$ cat src/hw/rtl/pmftl_pkg.sv
`timescale 1ns / 1ps
package pmftl_pkg;

    localparam int BANKS  = 2;
    localparam int BLOCKS = 8;
    localparam int PAGES  = 4;
    localparam int WORDS  = 4;

    localparam int LBA_W  = 8;
    localparam int DATA_W = 32;
    localparam int OFF_W  = $clog2(WORDS);
    localparam int BANK_W = $clog2(BANKS);
    localparam int BLK_W  = $clog2(BLOCKS);
    localparam int PG_W   = $clog2(PAGES);
    localparam int BPN_W  = BLK_W + PG_W;          // page number inside a bank
    localparam int PPN_W  = BANK_W + BPN_W;        // page number over all banks
    localparam int FA_W   = PPN_W + OFF_W;         // flash word address
    localparam int CNT_W  = $clog2(PAGES + 1);

    localparam int BANK_PAGES  = BLOCKS * PAGES;
    localparam int ALL_PAGES   = BANKS * BANK_PAGES;
    localparam int FLASH_DEPTH = ALL_PAGES * WORDS;

    typedef enum logic [1:0] {
        ST_FREE    = 2'd0,
        ST_VALID   = 2'd1,
        ST_INVALID = 2'd2
    } t_pstat;

    typedef enum logic [1:0] {
        FR_READ,
        FR_MOVE,
        FR_PROG
    } t_frsel;

    typedef enum logic [1:0] {
        WS_NONE,
        WS_MOVE,
        WS_PROG
    } t_wsel;

    typedef enum logic [1:0] {
        STW_NONE,
        STW_SRC_FREE,
        STW_SPARE_FREE,
        STW_OP_INVALID
    } t_stw;

    typedef enum logic [4:0] {
        S_IDLE,
        S_DECODE,
        S_RD_MAP,
        S_RD_DATA,
        S_FIND_RD,
        S_FIND_CK,
        S_CNT_RD,
        S_CNT_CK,
        S_MV_INIT,
        S_MV_RD,
        S_MV_CK,
        S_MV_CP_RD,
        S_MV_CP_WR,
        S_MV_META,
        S_MV_FREE,
        S_SP_CLR,
        S_SP_SET,
        S_PG_START,
        S_PG_OLD,
        S_PG_INV,
        S_PG_RD,
        S_PG_WR,
        S_PG_META,
        S_DONE
    } t_state;

    typedef struct packed {
        logic   load;
        logic   res_ones;
        logic   cap_rd;
        logic   idx_clr;
        logic   idx_inc;
        logic   idx_victim;
        logic   cnt_clr;
        logic   cnt_step;
        logic   fill_clr;
        logic   fill_inc;
        logic   word_clr;
        logic   word_inc;
        logic   cap_ppn;
        logic   cap_owner;
        logic   cap_op;
        logic   old_clr;
        logic   set_gc;
        logic   set_full;
        logic   set_prog;
        logic   mask_clr;
        logic   set_spare;
        t_frsel frsel;
        t_wsel  flash_we;
        t_wsel  meta_we;
        t_stw   st_we;
    } t_cmd;

    typedef struct packed {
        logic   func;
        logic   final_wr;
        logic   mapped;
        logic   idx_last;
        logic   idx_spare;
        logic   page_last;
        logic   word_last;
        logic   fill_full;
        logic   gc_done;
        t_pstat pstat;
    } t_stat;

endpackage

$ cat src/hw/rtl/pmftl_ctrl.sv
`timescale 1ns / 1ps
module pmftl_ctrl (
    input  logic              i_clk,
    input  logic              i_rst_n,
    input  logic              i_start,
    input  pmftl_pkg::t_stat  i_stat,
    output pmftl_pkg::t_cmd   o_cmd,
    output logic              o_busy,
    output logic              o_valid
);

    pmftl_pkg::t_state r_state;
    pmftl_pkg::t_state n_state;

    always_ff @(posedge i_clk) begin
        if (!i_rst_n) begin
            r_state <= pmftl_pkg::S_IDLE;
        end else begin
            r_state <= n_state;
        end
    end

    always_comb begin
        n_state = r_state;
        o_cmd   = '0;
        o_busy  = 1'b1;
        o_valid = 1'b0;
        case (r_state)
            pmftl_pkg::S_IDLE, pmftl_pkg::S_DONE: begin
                o_busy  = 1'b0;
                o_valid = (r_state == pmftl_pkg::S_DONE);
                if (i_start) begin
                    o_cmd.load = 1'b1;
                    n_state    = pmftl_pkg::S_DECODE;
                end else begin
                    n_state = pmftl_pkg::S_IDLE;
                end
            end
            pmftl_pkg::S_DECODE: begin
                if (!i_stat.func) begin
                    if (i_stat.mapped) begin
                        n_state = pmftl_pkg::S_RD_MAP;
                    end else begin
                        o_cmd.res_ones = 1'b1;
                        n_state        = pmftl_pkg::S_DONE;
                    end
                end else if (!i_stat.final_wr) begin
                    n_state = pmftl_pkg::S_DONE;
                end else begin
                    o_cmd.idx_clr = 1'b1;
                    n_state       = pmftl_pkg::S_FIND_RD;
                end
            end
            pmftl_pkg::S_RD_MAP: begin
                o_cmd.frsel = pmftl_pkg::FR_READ;
                n_state     = pmftl_pkg::S_RD_DATA;
            end
            pmftl_pkg::S_RD_DATA: begin
                o_cmd.cap_rd = 1'b1;
                n_state      = pmftl_pkg::S_DONE;
            end
            pmftl_pkg::S_FIND_RD: begin
                if (!i_stat.idx_spare) begin
                    n_state = pmftl_pkg::S_FIND_CK;
                end else if (!i_stat.idx_last) begin
                    o_cmd.idx_inc = 1'b1;
                end else if (i_stat.gc_done) begin
                    o_cmd.set_full = 1'b1;
                    o_cmd.mask_clr = 1'b1;
                    n_state        = pmftl_pkg::S_DONE;
                end else begin
                    o_cmd.idx_clr = 1'b1;
                    o_cmd.cnt_clr = 1'b1;
                    n_state       = pmftl_pkg::S_CNT_RD;
                end
            end
            pmftl_pkg::S_FIND_CK: begin
                if (i_stat.pstat == pmftl_pkg::ST_FREE) begin
                    o_cmd.cap_ppn = 1'b1;
                    n_state       = pmftl_pkg::S_PG_START;
                end else if (!i_stat.idx_last) begin
                    o_cmd.idx_inc = 1'b1;
                    n_state       = pmftl_pkg::S_FIND_RD;
                end else if (i_stat.gc_done) begin
                    o_cmd.set_full = 1'b1;
                    o_cmd.mask_clr = 1'b1;
                    n_state        = pmftl_pkg::S_DONE;
                end else begin
                    o_cmd.idx_clr = 1'b1;
                    o_cmd.cnt_clr = 1'b1;
                    n_state       = pmftl_pkg::S_CNT_RD;
                end
            end
            pmftl_pkg::S_CNT_RD: begin
                if (!i_stat.idx_spare) begin
                    n_state = pmftl_pkg::S_CNT_CK;
                end else if (i_stat.idx_last) begin
                    n_state = pmftl_pkg::S_MV_INIT;
                end else begin
                    o_cmd.idx_inc = 1'b1;
                end
            end
            pmftl_pkg::S_CNT_CK: begin
                o_cmd.cnt_step = 1'b1;
                if (i_stat.idx_last) begin
                    n_state = pmftl_pkg::S_MV_INIT;
                end else begin
                    o_cmd.idx_inc = 1'b1;
                    n_state       = pmftl_pkg::S_CNT_RD;
                end
            end
            pmftl_pkg::S_MV_INIT: begin
                o_cmd.idx_victim = 1'b1;
                o_cmd.fill_clr   = 1'b1;
                o_cmd.set_gc     = 1'b1;
                n_state          = pmftl_pkg::S_MV_RD;
            end
            pmftl_pkg::S_MV_RD: begin
                o_cmd.word_clr = 1'b1;
                n_state        = pmftl_pkg::S_MV_CK;
            end
            pmftl_pkg::S_MV_CK: begin
                if (i_stat.pstat == pmftl_pkg::ST_VALID) begin
                    o_cmd.cap_owner = 1'b1;
                    n_state         = pmftl_pkg::S_MV_CP_RD;
                end else begin
                    n_state = pmftl_pkg::S_MV_FREE;
                end
            end
            pmftl_pkg::S_MV_CP_RD: begin
                o_cmd.frsel = pmftl_pkg::FR_MOVE;
                n_state     = pmftl_pkg::S_MV_CP_WR;
            end
            pmftl_pkg::S_MV_CP_WR: begin
                o_cmd.flash_we = pmftl_pkg::WS_MOVE;
                if (i_stat.word_last) begin
                    n_state = pmftl_pkg::S_MV_META;
                end else begin
                    o_cmd.word_inc = 1'b1;
                    n_state        = pmftl_pkg::S_MV_CP_RD;
                end
            end
            pmftl_pkg::S_MV_META: begin
                o_cmd.meta_we  = pmftl_pkg::WS_MOVE;
                o_cmd.fill_inc = 1'b1;
                n_state        = pmftl_pkg::S_MV_FREE;
            end
            pmftl_pkg::S_MV_FREE: begin
                o_cmd.st_we = pmftl_pkg::STW_SRC_FREE;
                if (i_stat.page_last) begin
                    n_state = pmftl_pkg::S_SP_CLR;
                end else begin
                    o_cmd.idx_inc = 1'b1;
                    n_state       = pmftl_pkg::S_MV_RD;
                end
            end
            pmftl_pkg::S_SP_CLR: begin
                if (i_stat.fill_full) begin
                    n_state = pmftl_pkg::S_SP_SET;
                end else begin
                    o_cmd.st_we    = pmftl_pkg::STW_SPARE_FREE;
                    o_cmd.fill_inc = 1'b1;
                end
            end
            pmftl_pkg::S_SP_SET: begin
                o_cmd.set_spare = 1'b1;
                o_cmd.idx_clr   = 1'b1;
                n_state         = pmftl_pkg::S_FIND_RD;
            end
            pmftl_pkg::S_PG_START: begin
                o_cmd.word_clr = 1'b1;
                if (i_stat.mapped) begin
                    n_state = pmftl_pkg::S_PG_OLD;
                end else begin
                    o_cmd.old_clr = 1'b1;
                    n_state       = pmftl_pkg::S_PG_RD;
                end
            end
            pmftl_pkg::S_PG_OLD: begin
                o_cmd.cap_op = 1'b1;
                n_state      = pmftl_pkg::S_PG_INV;
            end
            pmftl_pkg::S_PG_INV: begin
                o_cmd.st_we = pmftl_pkg::STW_OP_INVALID;
                n_state     = pmftl_pkg::S_PG_RD;
            end
            pmftl_pkg::S_PG_RD: begin
                o_cmd.frsel = pmftl_pkg::FR_PROG;
                n_state     = pmftl_pkg::S_PG_WR;
            end
            pmftl_pkg::S_PG_WR: begin
                o_cmd.flash_we = pmftl_pkg::WS_PROG;
                if (i_stat.word_last) begin
                    n_state = pmftl_pkg::S_PG_META;
                end else begin
                    o_cmd.word_inc = 1'b1;
                    n_state        = pmftl_pkg::S_PG_RD;
                end
            end
            pmftl_pkg::S_PG_META: begin
                o_cmd.meta_we  = pmftl_pkg::WS_PROG;
                o_cmd.set_prog = 1'b1;
                o_cmd.mask_clr = 1'b1;
                n_state        = pmftl_pkg::S_DONE;
            end
            default: begin
                n_state = pmftl_pkg::S_IDLE;
            end
        endcase
    end

endmodule

$ cat config.mk
export PLATFORM = sky130hd
export DESIGN_NAME = pmftl_ctrl
export DESIGN_NICKNAME = d
export VERILOG_FILES = /design/src/hw/rtl/pmftl_pkg.sv /design/src/hw/rtl/pmftl_ctrl.sv
export SDC_FILE = /design/constraint.sdc
export NUM_CORES = 1
export LEC_CHECK = 0
export ABC_AREA = 1
export BUFFER_PORTS_ARGS = -buffer_cell sky130_fd_sc_hd__buf_4
export CAP_MARGIN = 40
export CORE_MARGIN = 2
export CORE_UTILIZATION = 42
export CTS_CLUSTER_SIZE = 12
export DETAILED_ROUTE_END_ITERATION = 7
export PLACE_DENSITY = 0.76
export SLEW_MARGIN = 15
export SYNTH_ARGS = -nofsm -noshare
export SYNTH_HDL_FRONTEND = slang
export SYNTH_SLANG_ARGS = --single-unit
$ cat constraint.sdc
create_clock -name i_clk -period 1.5 [get_ports i_clk]
set_input_delay 0.45 -clock i_clk [delete_from_list [all_inputs] [get_ports i_clk]]
set_output_delay 0.45 -clock i_clk [all_outputs]
set_load 0.005 [all_outputs]
==> summary.txt, run 1 <==
placement row count: 17
maximum number of pins on one net before global-route repair: 9
Post-Synthesis Net Count: 212
cell area after technology mapping: 984.7 um2
ranking of synthesized cells by area: nand2_1 23%, nor2_1 14%, inv_1 13%, dfxtp_1 10%, nand3_1 7.6%
dominant cell by count in the synthesized netlist: nand2_1
placer's final routability congestion estimate: 0.9821
CTS Hold Buffers Added: 0
Detail Placement HPWL: 3.128 mm
error msg: [ERROR DPL-0038] Utilization greater than 100%, impossible to legalize
total CTS buffers: 3
Post-synth EDFFs: 0
Yosys warning count: 0
Synth area leader: nand2_1
Cell Area, Placed: 1678 um2
mean instance size in the synthesized netlist: 4.973 um2
Yosys cell types: 24
number of flip-flops and latches in the synthesized netlist: 5
PortBufs: 44
number of buffers between clock root and the deepest sink: 2
vertical die dimension: 52.42 um
H-tree lvl count: 1
total instance count after detailed placement: 311
FFs w/ async S/R, synth: 0%
result of the run: stopped before the end
sequential cell area fraction in the yosys report: 10.17%
Initial Utilization: 44.51%
Post-Synthesis Cells: 198
number of sinks on the clock net: 5
I/O pin total: 45
most instantiated cells after synthesis: 60 x nand2_1, 36 x nor2_1, 35 x inv_1, 15 x nand3_1, 6 x o21ai_0
stage where the flow stopped: global routing (5_1_grt)
Horiz. Die Dim: 52.42 um
share of the synthesized area in the top cell type: 22.87%
top_reg_cell synth: dfxtp_1
CTS root buffer: clkbuf_4
[cells by family after synthesis]
group / synth area share, %
AO/OA/AOI/OAI: 9.911
flip-flops: 10.17
AND/OR/NAND/NOR: 60.86
buffers and inverters: 19.06
[through the flow]
step | worst slack [ns] | setup TNS [ns]
4_1_cts | -0.4145 | -9.613
3_5_place_dp | -0.2483 | -4.391
3_3_place_gp | -0.2316 | -3.924
2_1_floorplan | -0.01299 | -0.01299
[repair_timing]
| action | CTS |
|---|---|
| resized for setup | 97 |
| endpoints found under the setup margin | 36 |
| pin swaps | 26 |
| buffers inserted | 24 |
| hold endpoints to repair | 0 |
==> inputs of run 2 (changes only) <==
Settings changed: CORE_AREA set to 2 2 63 65, CORE_MARGIN 2 to unset, CORE_UTILIZATION 42 to unset, CTS_CLUSTER_SIZE 12 to unset, DIE_AREA set to 0 0 65 67, PLACE_DENSITY 0.76 to unset, PLACE_DENSITY_LB_ADDON set to 0.15.
Clock period 1.5 ns to 1.95 ns, I/O delays scaled along.
==> run 2 against run 1 <==
Effect of this change: the flow now finishes, with violations (setup timing); synthesized cell count is the same; synthesized area is the same.
==> summary.txt, run 2 <==
total CTS buffers: 3 (unchanged)
H-tree lvl count: 1 (unchanged)
vias in the first global route: 1413
register ranked first by flip-flop count: r_state
Post-Synthesis Net Count: 212 (unchanged)
Worst Reg-to-Reg Cells: 10
maximum number of pins on one net before global-route repair: 10
Max Clock Skew: 0.002167 ns
most instantiated cells after synthesis: 60 x nand2_1, 36 x nor2_1, 35 x inv_1, 15 x nand3_1, 6 x o21ai_0
worst-case setup slack after placement: -0.02023 ns (+0.2281 ns)
number of flip-flops and latches in the synthesized netlist: 5 (unchanged)
failing checks: setup timing
crit share post-route: 103.4%
Hold Path Cell Cnt: 2
ranking of synthesized cells by area: nand2_1 23%, nor2_1 14%, inv_1 13%, dfxtp_1 10%, nand3_1 7.6%
Post-route DRC: 0
critical path start-end classification: reg -> out
sequential cell area fraction in the yosys report: 10.17% (unchanged)
remaining max-slew budget at the tightest pin: 80.56%
Horiz. Die Dim: 65 um (+24%)
Post-Route Hold Slack: 0.5620 ns
top_reg_cell synth: dfxtp_1
Post-synth EDFFs: 0 (unchanged)
Detail Placement HPWL: 3.107 mm (-0.68%)
number of antenna violations at the first check in global routing: 0
per-cell routed wire length: 12.33 um
PortBufs: 44 (unchanged)
registers with the highest flip-flop counts: r_state x5
final critical path time including I/O delays and setup: 2.017 ns
total power: 1.796 mW
Final ANT Viol Nets: 0
Global Route Usage Sum: 18.98%
overflow left after global routing: 0
dominant cell by count in the synthesized netlist: nand2_1
share of the synthesized area in the top cell type: 22.87% (unchanged)
Initial Utilization: 27.31% (-17 points)
Static Leakage: 1.162 nW
Core Area: 3606 um2
Yosys cell types: 24 (unchanged)
placement row count: 22 (+5)
max-capacitance violation count: 0
number of buffers between clock root and the deepest sink: 2 (unchanged)
CP Max Fanout: 4
top library cells by usage in the layout, fill and taps aside: 85 x buf_4, 50 x nand2_1, 29 x nor2_1
setup repair after global routing missed its margin: true
FFs w/ async S/R, synth: 0% (unchanged)
routed via count: 1519
Cell Area, Placed: 1582 um2 (-5.7%)
most common cell after layout, fill and taps aside: buf_4
vertical die dimension: 67 um (+28%)
number of sinks on the clock net: 5 (unchanged)
share of the core filled with cells: 52.91%
# setup viols final: 10
result of the run: finished with violations
Synth area leader: nand2_1
startpoint types: flip-flop
CTS root buffer: clkbuf_8
power per cell area: 941.3 nW/um2
share of post-route cells with drive strength above 1: 52.08%
clock network latency to the later pin of the worst-skew pair: 0.23 ns
cell area after technology mapping: 984.7 um2 (unchanged)
placer's final routability congestion estimate: 0.9211 (-6.2%)
violation count after the first detailed-route iteration: 48
classification of the worst-slack hold path: reg -> reg
Final Instance Area: 1908 um2
Post-Synthesis Cells: 198 (unchanged)
final hold viol count: 0
I/O pin total: 45 (unchanged)
Yosys warning count: 0 (unchanged)
number of max-slew violations in the final report: 0
Worst Path Required: 1.36 ns
final worst-path setup slack: -0.06653 ns
worst supply voltage drop on vdd: 0.0002762 V
layout filler cell count: 387
TritonCTS clock tree: done
Layout area overhead: 93.77%
mean instance size in the synthesized netlist: 4.973 um2 (unchanged)
clock transition at the registers of the reported paths: 0.04 ns
post-DR vias/cell: 4.521
slew at the pin with the worst max-slew slack: 0.2890 ns
first-pass GRT wire length: 6.375 mm
crit end category: primary output
Antenna Diode Count: 0
1st-pass router iterations: 4
Worst Path Arrival: 1.43 ns
floorplan die area: 4355 um2
total length of routed wires: 4.142 mm
Fmax achieved: 495.9 MHz
Largest register FFs: 5
nets@finish: 303
## run 2: cell type report
cell class	count	area, um2	share of cell area (%)
tap	48	60.06	3.148
inverter	37	146.4	7.672
timing repair buffer	92	716.9	37.57
multi-input combinational	150	825.8	43.28
clock buffer	4	45.04	2.361
sequential	5	113.9	5.967
## run 2: layer usage
layer  up-vias  GRT usage (%)  routed length, um
li1        786              -                  -
met5         -              0                  0
met1       682          24.90               1862
met4         0          4.787                 65
met3         6          1.520                181
met2        45          33.38               2032
## run 2: kinds of logic (layout without fill, tap and decap cells)
kind of cell / count (synthesis) / in the layout / share of synthesized area (%)
AO/OA/AOI/OAI: 17 / 17 / 9.911
flip-flops: 5 / 5 / 10.17
buffers and inverters: 43 / 133 / 19.06
AND/OR/NAND/NOR: 133 / 133 / 60.86
## run 2: critical path: stages (launching register included)
cell     delay [ns]
dfxtp_2        0.35
inv_2          0.06
nor2_4         0.14
buf_6          0.14
nand3_4        0.07
o21ai_2        0.13
inv_1          0.06
o22ai_1        0.12
buf_4          0.13
## run 2: worst paths after layout
kind	start	to	slack, ns
hold / removal	r_state[1]	r_state[1]	0.56
setup / recovery	r_state[2]	o_cmd[9]	-0.07
hold reg to reg	r_state[1]	r_state[1]	0.56
setup reg to reg	r_state[0]	r_state[0]	0.32
## run 2: timing repair
action	CTS	global route
pin swaps	11	4
buffers inserted	9	5
endpoints found under the setup margin	26	30
resized for setup	28	34
hold buffers	0	0
## run 2: per-stage QoR
step | instances | setup TNS [ns]
2_1_floorplan | 198 | 0
3_3_place_gp | 318 | -0.004272
3_5_place_dp | 318 | -0.02023
4_1_cts | 331 | -0.6031
5_1_grt | 336 | -1.610
6_report | 336 | -0.4490
## run 2: report_power, final
group / switching [mW] / total (mW) / leakage (nW) / internal [mW]
Sequential: 0.0763 / 0.224 / 0.0439 / 0.148
Combinational: 0.709 / 1.37 / 1.09 / 0.661
Clock: 0.0609 / 0.202 / 0.0228 / 0.141
Total: 0.846 / 1.80 / 1.16 / 0.950
(Power assumes the default switching activity.)
